## src/fust_pkg.sv

```systemverilog
`default_nettype none

package fust_pkg;

  // Width of one symbol code
  localparam int unsigned SYM_W = 5;

  // One queue slot: a symbol that has so far occurred exactly once
  typedef struct packed {
    logic             vld;
    logic [SYM_W-1:0] sym;
  } entry_t;

  // Broadcast from the top level to every cell for the current word
  typedef struct packed {
    logic             step;    // a word is accepted this cycle
    logic             clr;     // drop all history before counting
    logic             sym_ok;  // symbol lies inside the alphabet
    logic             seen;    // symbol occurred before (after any clear)
    logic [SYM_W-1:0] sym;
  } ctrl_t;

endpackage

`default_nettype wire

```

## src/fust_cell.sv

```systemverilog
`default_nettype none

module fust_cell (
  input  wire logic            clk,
  input  wire logic            rst_n,
  input  wire fust_pkg::ctrl_t ctrl,
  input  wire logic            left_vld,   // left neighbor holds an entry
  input  wire logic            kill_in,    // an entry to the left leaves
  input  wire fust_pkg::entry_t right_in,  // right neighbor's current entry
  output logic                 kill_out,
  output fust_pkg::entry_t     cur,        // this cell's entry after any clear
  output fust_pkg::entry_t     nxt         // this cell's entry after the word
);

  logic                        vld_r;
  logic [fust_pkg::SYM_W-1:0]  sym_r;
  logic                        match;
  logic                        app;

  // Current entry, with a pending clear applied
  always_comb begin
    cur.vld = vld_r & ~ctrl.clr;
    cur.sym = sym_r;
  end

  // A repeated symbol leaves the queue; everything behind it moves up
  assign match    = cur.vld && ctrl.sym_ok && ctrl.seen && (sym_r == ctrl.sym);
  assign kill_out = kill_in | match;

  // A new symbol lands in the first free cell
  assign app = ctrl.sym_ok && !ctrl.seen && !cur.vld && left_vld;

  always_comb begin
    if (kill_out) begin
      nxt = right_in;
    end else if (app) begin
      nxt.vld = 1'b1;
      nxt.sym = ctrl.sym;
    end else begin
      nxt = cur;
    end
  end

  // Hold the entry between words
  always_ff @(posedge clk) begin
    if (!rst_n) begin
      vld_r <= 1'b0;
    end else if (ctrl.step) begin
      vld_r <= nxt.vld;
    end
  end

  always_ff @(posedge clk) begin
    if (ctrl.step) begin
      sym_r <= nxt.sym;
    end
  end

endmodule

`default_nettype wire

```

## src/first_unique_symbol_tracker_unit.sv

```systemverilog
`default_nettype none

// First unique symbol tracker. Each input word carries one symbol index
// (in_tdata) and a new-stream flag (in_tuser) that clears all history before
// the symbol is counted. For every accepted word exactly one result word is
// returned: out_tuser says whether some symbol so far occurred exactly once,
// and out_tdata gives the earliest such symbol (zero when none). Symbols at
// or above ALPHABET_SIZE are not counted. The block takes one word per cycle
// and the result appears in the cycle after acceptance; the queue of unique
// symbols is a row of ALPHABET_SIZE cells that compacts in the same cycle,
// so the ripple of the remove signal along that row sets the clock limit.
// A stalled result holds the input off until it is taken.

module first_unique_symbol_tracker_unit #(
  parameter int unsigned ALPHABET_SIZE = 26
) (
  input  wire logic       clk,
  input  wire logic       rst_n,
  input  wire logic       in_tvalid,
  output logic            in_tready,
  input  wire logic [7:0] in_tdata,    // [4:0] symbol, [7:5] zero
  input  wire logic       in_tuser,    // [0] new_stream
  output logic            out_tvalid,
  input  wire logic       out_tready,
  output logic [7:0]      out_tdata,   // [4:0] first_unique, [7:5] zero
  output logic            out_tuser    // [0] found
);

  localparam int unsigned SEEN_N = (ALPHABET_SIZE < 32) ? ALPHABET_SIZE : 32;
  localparam int unsigned IDX_W  = $clog2(SEEN_N);

  fust_pkg::ctrl_t                ctrl;
  fust_pkg::entry_t               cur  [ALPHABET_SIZE];
  fust_pkg::entry_t               nxt  [ALPHABET_SIZE];
  logic [ALPHABET_SIZE:0]         kill;
  logic [SEEN_N-1:0]              seen_r;
  logic [SEEN_N-1:0]              seen_nxt;
  logic [IDX_W-1:0]               idx;
  logic [fust_pkg::SYM_W-1:0]     sym;
  logic                           out_vld_r;
  logic                           found_r;
  logic [fust_pkg::SYM_W-1:0]     first_r;
  logic                           accept;

  // Take a word whenever the result slot is free or being emptied
  assign in_tready = !out_vld_r || out_tready;
  assign accept    = in_tvalid && in_tready;

  assign sym = in_tdata[fust_pkg::SYM_W-1:0];
  assign idx = sym[IDX_W-1:0];

  // Broadcast the word to the cells
  always_comb begin
    ctrl.step   = accept;
    ctrl.clr    = in_tuser;
    ctrl.sym    = sym;
    ctrl.sym_ok = (32'(sym) < ALPHABET_SIZE);
    ctrl.seen   = seen_r[idx] && !in_tuser;
  end

  // Track which symbols have occurred at least once
  always_comb begin
    seen_nxt = in_tuser ? '0 : seen_r;
    if (ctrl.sym_ok) begin
      seen_nxt[idx] = 1'b1;
    end
  end

  always_ff @(posedge clk) begin
    if (!rst_n) begin
      seen_r <= '0;
    end else if (accept) begin
      seen_r <= seen_nxt;
    end
  end

  // Row of queue cells, head at cell zero
  assign kill[0] = 1'b0;

  for (genvar i = 0; i < ALPHABET_SIZE; i++) begin : g_cell
    fust_pkg::entry_t right;
    logic             left_vld;

    if (i == ALPHABET_SIZE - 1) begin : g_tail
      assign right = '0;
    end else begin : g_mid
      assign right = cur[i+1];
    end

    if (i == 0) begin : g_head
      assign left_vld = 1'b1;
    end else begin : g_body
      assign left_vld = cur[i-1].vld;
    end

    fust_cell u_cell (
      .clk      (clk),
      .rst_n    (rst_n),
      .ctrl     (ctrl),
      .left_vld (left_vld),
      .kill_in  (kill[i]),
      .right_in (right),
      .kill_out (kill[i+1]),
      .cur      (cur[i]),
      .nxt      (nxt[i])
    );
  end

  // Register the result word from the new queue head
  always_ff @(posedge clk) begin
    if (!rst_n) begin
      out_vld_r <= 1'b0;
    end else if (accept) begin
      out_vld_r <= 1'b1;
    end else if (out_tready) begin
      out_vld_r <= 1'b0;
    end
  end

  always_ff @(posedge clk) begin
    if (accept) begin
      found_r <= nxt[0].vld;
      first_r <= nxt[0].vld ? nxt[0].sym : '0;
    end
  end

  assign out_tvalid = out_vld_r;
  assign out_tuser  = found_r;
  assign out_tdata  = {(8 - fust_pkg::SYM_W)'(0), first_r};

endmodule

`default_nettype wire
```

## config.mk

```make
export PLATFORM = sky130hd
export DESIGN_NAME = first_unique_symbol_tracker_unit
export DESIGN_NICKNAME = d
export VERILOG_FILES = /design/src/fust_pkg.sv /design/src/fust_cell.sv /design/src/first_unique_symbol_tracker_unit.sv
export SDC_FILE = /design/constraint.sdc
export NUM_CORES = 1
export LEC_CHECK = 0
export ABC_AREA = 1
export BUFFER_PORTS_ARGS = -buffer_cell sky130_fd_sc_hd__buf_2
export CAP_MARGIN = 20
export CORE_MARGIN = 2
export CORE_UTILIZATION = 60
export CTS_CLUSTER_SIZE = 30
export DETAILED_ROUTE_END_ITERATION = 7
export GPL_TIMING_DRIVEN = 0
export PLACE_DENSITY = 0.88
export SKIP_CTS_REPAIR_TIMING = 1
export SYNTH_ARGS = -nofsm -noshare
export SYNTH_HDL_FRONTEND = slang
export SYNTH_HIERARCHICAL = 1
export SYNTH_SLANG_ARGS = --single-unit
```

## constraint.sdc

```tcl
create_clock -name clk -period 13.1 [get_ports clk]
set_clock_uncertainty 0.2 [all_clocks]
set_input_delay 2.62 -clock clk [delete_from_list [all_inputs] [get_ports clk]]
set_output_delay 2.62 -clock clk [all_outputs]
set_load 0.05 [all_outputs]
```

==> metrics.txt, run 1 <==
status=finished, final reports clean; worst hold path startpoint=seen_r[5]; WL/cell=13.1 µm; Layout Nets=about 2200; # rows=58; Final Max Slew Viols=0; min-delay worst type=flip-flop to flip-flop; TritonCTS clock tree=yes; Mapped Avg Cell Area=just over 7 µm²; GRT Util Overall=25.6%; routed vias=between 10000 and 15000; Slowest cell on crit path=a21oi_4; Clk pin slew, worst setup/hold paths=80 ps; crit-path max FO=between 40 and 50; clock power share=~33%; max cap viols=0; worst-margin pin slew=about 650 ps; post-route core utilization=~67%; Power Density=97.9 mW/mm²; reg-to-reg startpoint=seen_r[23]; Final setup viols=0; Die ar.=0.0270 mm²; Post-Synthesis Cells=about 2200; Sw Ratio=between 30% and 40%; P_leak=between 9 and 10 nW; slowest stage delay, CP=between 500 and 600 ps; clock root buffer=clkbuf_16; Skew-Pair Late Insertion Delay=between 400 and 500 ps; Rel. slew slack=between 50 and 60%; Clock Path Buffers=2; core area=roughly 0.025 mm²; Antenna diodes=0; Setup WS pre-CTS=between 1000 and 1500 ps; DP HPWL=~22000 µm; Initial Util=between 60% and 70%; FMAX=roughly 86 MHz; grt ovf=0; Non-Filler Instances=roughly 2600; RSZ-0062 raised after global routing=no; Die Height=~160 µm; first-pass GRT wire length=~57000 µm; Sink Count=around 190; initial antenna violation count=0; synthesized area=roughly 0.015 mm²; H-tree depth=4; # IOs=24; Routability Congestion=roughly 0.8; final critical-path required period=between 10000 and 15000 ps; Startpoint Class=input port; Min-Delay Path Depth=2; clock buffer count from CTS=17; WHS Endpoint=seen_r[5]; Vias per Instance=5.25; DR iter-0 viols=1073; multi-input logic area=just over 0.008 mm²; Final Total Pwr=about 1.6 mW; worst vdd ir=around 0.095 mV; post-route ant nets=0; final setup margin=about 1400 ps; routed wire length=33700 µm; Cell Int Power=roughly 1.1 mW; Critical Path AT=around 12000 ps; P&R area growth vs syn=9.10%; drt pass-1 iters=5; Critical Path RT=13100 ps; Reg2Reg Depth=between 60 and 70; area occupied by registers=0.00514 mm²; IO Port Bufs=17; period utilization=roughly nine tenths; FILL cells=1956; die width=164 µm; Sw Pwr=between 500 and 600 µW; DRC=0; Inst Count DP=2544; Comb pwr share=approximately 22%; Syn. warnings=6; vias in the first global route=13100; R2R setup slack=approximately 4300 ps; ratio of cells with drive above 1 in the final layout=about a quarter; Hold Vio Cnt, Final=0; sequential power share=44.6%; Worst Setup End Kind=flip-flop; largest net degree at the start of global routing=around 110; Setup CP Type=input port to flip-flop; RR Endpoint=g_cell[25].u_cell/sym_r[0]
[power groups by stage]
stage / Combinational (mW) / Clock, mW / Sequential (mW)
after floorplan: 0.267 / 0 / 0.744
after global placement: 0.342 / 0 / 0.746
after detailed placement: 0.360 / 0 / 0.746
after CTS: 0.366 / 0.549 / 0.733
after global routing: 0.411 / 0.572 / 0.740
final: 0.368 / 0.544 / 0.733
[registers in the layout, indices dropped and copies added (netlist names)]
register	count
first_r	5
g_cell.u_cell/sym_r	130
g_cell.u_cell/vld_r	26
out_tuser	1
out_tvalid	1
seen_r	26
[layer usage]
metal / GRT usage (%) / share of wire (%)
met5: 0 / 0
met3: 3.48 / 4.7
met2: 47.2 / 51
met4: 9.25 / 2.0
met1: 30.1 / 42
[layout by cell type, fill, tap and decap left out, drive strengths merged]
cell / instances
nand4: 26
o21bai: 1
a21oi: 29
inv: 466
nand2: 1083
o211ai: 130
edfxtp: 136
dfxtp: 53
conb: 11
nand3: 82
o21a: 26
clkinv: 4
nor3: 9
buf: 61
nor2: 109
clkbuf: 20
[metrics by stage]
step                setup TNS [ps]  hold WS [ps]  cell area [µm²]
floorplan                        0           244            15400
global placement            -13820           251            15900
detailed placement               0           257            16200
CTS                              0           271            16800
global route                     0           291            16800
finish                           0           269            16800
[layout make-up]
cell class	instances	area share, %
clock buffers	18	2.68
repair buffers	26	1.94
flip-flops and latches	189	30.6
clock inverters	14	0.909
multi-input cells	1506	49.5
inverters	456	10.6
well taps	330	2.46
plain buffers	37	1.27
[worst max-delay path by stage]
stage,start,to,slack (ps),cells after the start
floorplan,in_tdata[1],g_cell[25].u_cell/sym_r[0],2070,61
global placement,in_tdata[1],g_cell[25].u_cell/sym_r[0],-940,62
detailed placement,in_tdata[1],g_cell[25].u_cell/sym_r[0],1180,68
CTS,in_tdata[1],g_cell[25].u_cell/sym_r[0],1530,68
global route,in_tdata[1],g_cell[25].u_cell/sym_r[1],740,68
finish,in_tdata[1],g_cell[25].u_cell/sym_r[0],1430,68
[worst max-delay path: cells and delay by family]
| kind | cells | cell delay, ps |
|---|---|---|
| buffers and inverters | 30 | 3810 |
| AOI/OAI and AO/OA | 2 | 600 |
| and+or+nand+nor | 36 | 4570 |
No activity file was read; power rests on OpenSTA's default activity.
==> inputs of run 2 (changes only) <==
Settings changed: CAP_MARGIN 20 to default, CTS_BUF_LIST from default to sky130_fd_sc_hd__clkbuf_4 sky130_fd_sc_hd__clkbuf_8.
==> metrics.txt, run 2 (same netlist as run 1, synthesis figures left out) <==
Reg2Reg Depth=67 (unchanged); final critical-path required period=11490 ps (was 11670 ps); P_leak=9.10 nW (was 9.19 nW); H-tree depth=4 (unchanged); TNS Setup=0 ps (unchanged); Sw Pwr=531 µW (was 555 µW); Worst Path Buf+Inv=30 (unchanged); RSZ-0062 raised after global routing=no (unchanged); Comb pwr share=24.0% (was 22.4%); Finished Cell Area=0.0166 mm² (was 0.0168 mm²); grt ovf=0 (unchanged); DRC=0 (unchanged); ratio of cells with drive above 1 in the final layout=23.6% (unchanged); first-pass GRT wire length=55900 µm (was 57300 µm); worst-margin pin slew=682 ps (was 648 ps); DR iter-0 viols=1012 (was 1073); vias in the first global route=12800 (was 13100); sequential power share=48.3% (was 44.6%); routed wire length=32000 µm (was 33700 µm); IO Port Bufs=17 (unchanged); Sw Ratio=35.0% (was 33.7%); Most Crowded Layer GR=met2 (unchanged); post-route core utilization=66.0% (was 66.7%); # IOs=24 (unchanged); routed vias=13300 (was 13500); FMAX=87.1 MHz (was 85.7 MHz); drt pass-1 iters=8 (was 5); Vias per Instance=5.15 (was 5.25); Crit. path cell count=68 (unchanged); Hold Vio Cnt, Final=0 (unchanged); core area=0.0252 mm² (unchanged); Critical Path Start=in_tdata[1] (unchanged); Clock Path Buffers=2 (unchanged); Cell Int Power=985 µW (was 1.09 mW); FILL cells=2038 (was 1956); Final setup viols=0 (unchanged); commonest cells after routing, fill and taps aside=1002 x nand2_1, 396 x inv_1, 136 x edfxtp_1 (unchanged); Reg with most FFs=g_cell.u_cell/sym_r (unchanged); initial antenna violation count=0 (unchanged); cell family with most CP delay=simple AND/OR/NAND/NOR gates (unchanged); Min-Delay Path Depth=2 (unchanged); Startpoint Class=input port (unchanged); DP HPWL=21900 µm (was 22000 µm); grt met2 use=45.7% (was 47.2%); post-route ant nets=0 (unchanged); Non-Filler Instances=2576 (unchanged); GRT Util Overall=24.8% (was 25.6%); R2R setup slack=4470 ps (was 4330 ps); Die Height=164 µm (unchanged); Setup CP Type=input port to flip-flop (unchanged); clock buffer count from CTS=17 (unchanged); Worst Setup End Kind=flip-flop (unchanged); crit-path max FO=47 (unchanged); clock root buffer=clkbuf_8 (was clkbuf_16); Skew-Pair Late Insertion Delay=490 ps (was 450 ps); top flop regs=g_cell.u_cell/sym_r x130, g_cell.u_cell/vld_r x26, seen_r x26 (unchanged); worst vdd ir=0.0696 mV (was 0.0953 mV); worst hold path startpoint=seen_r[5] (unchanged); Critical Path AT=11540 ps (was 11680 ps); WL/cell=12.4 µm (was 13.1 µm); reg-to-reg startpoint=seen_r[23] (unchanged); # rows=58 (unchanged); Routability Congestion=0.799 (unchanged); Power Density=91.2 mW/mm² (was 97.9 mW/mm²); met3 Usage GRT=3.51% (was 3.48%); period utilization=87.7% (was 89.1%); Final Max Slew Viols=0 (unchanged); Initial Util=61.2% (unchanged); status=finished, final reports clean (unchanged); min-delay worst type=flip-flop to flip-flop (unchanged); Inst Count DP=2544 (unchanged); Die ar.=0.0270 mm² (unchanged); Layout Nets=2246 (unchanged); Rel. slew slack=54.6% (was 56.8%); Post-DP Area=0.0162 mm² (unchanged); TritonCTS clock tree=yes (unchanged); slowest stage delay, CP=520 ps (was 540 ps); Min Hold Slack=274 ps (was 269 ps); Slowest cell on crit path=a21oi_4 (unchanged); largest net degree at the start of global routing=107 (unchanged); P&R area growth vs syn=7.92% (was 9.10%); Clk pin slew, worst setup/hold paths=120 ps (was 80 ps); max reg flops=130 (unchanged); GR Layer Usage met1=29.3% (was 30.1%); most common cell after layout, fill and taps aside=nand2_1 (unchanged); Critical Path RT=13160 ps (was 13100 ps); Antenna diodes=0 (unchanged); clock power share=27.7% (was 33.1%); Sink Count=189 (unchanged); die width=164 µm (unchanged); max cap viols=0 (unchanged)
run 2: worst min-delay path, cell delays in order, from the launching register on:
cell and delay, ps:
dfxtp_1 330, nand2_1 60, a21oi_1 50
run 2: final timing paths:
path | to
hold / removal | seen_r[5]
hold reg to reg | seen_r[5]
setup / recovery | g_cell[25].u_cell/sym_r[0]
setup reg to reg | g_cell[25].u_cell/sym_r[0]
run 2: stage by stage:
stage          worst slack [ps]  power [mW]
2_1_floorplan              2070        1.01
3_3_place_gp               -941        1.09
3_5_place_dp               1170        1.11
4_1_cts                    1630        1.52
5_1_grt                     844        1.60
6_report                   1610        1.52
run 2: per-layer routing:
metal	up-vias	part of all wire (%)
met4	0	1.5
li1	6807	-
met1	6094	43
met5	-	0
met3	45	4.4
met2	320	51
run 2: area by class of cell:
| cell class | instances | area (µm²) | area share (%) |
|---|---|---|---|
| Sequential cell | 189 | 5140 | 31.0 |
| Tap cell | 330 | 413 | 2.48 |
| Buffer | 37 | 214 | 1.29 |
| Inverter | 456 | 1790 | 10.8 |
| Multi-Input combinational cell | 1506 | 8310 | 50.0 |
| Timing Repair Buffer | 26 | 325 | 1.96 |
| Clock inverter | 15 | 188 | 1.13 |
| Clock buffer | 17 | 234 | 1.41 |
run 2: power by group through the flow:
stage	Combinational [mW]	Sequential (mW)	Clock (mW)
3_5_place_dp	0.360	0.746	0
2_1_floorplan	0.267	0.744	0
4_1_cts	0.364	0.733	0.428
6_report	0.364	0.733	0.419
3_3_place_gp	0.342	0.746	0
5_1_grt	0.409	0.740	0.449
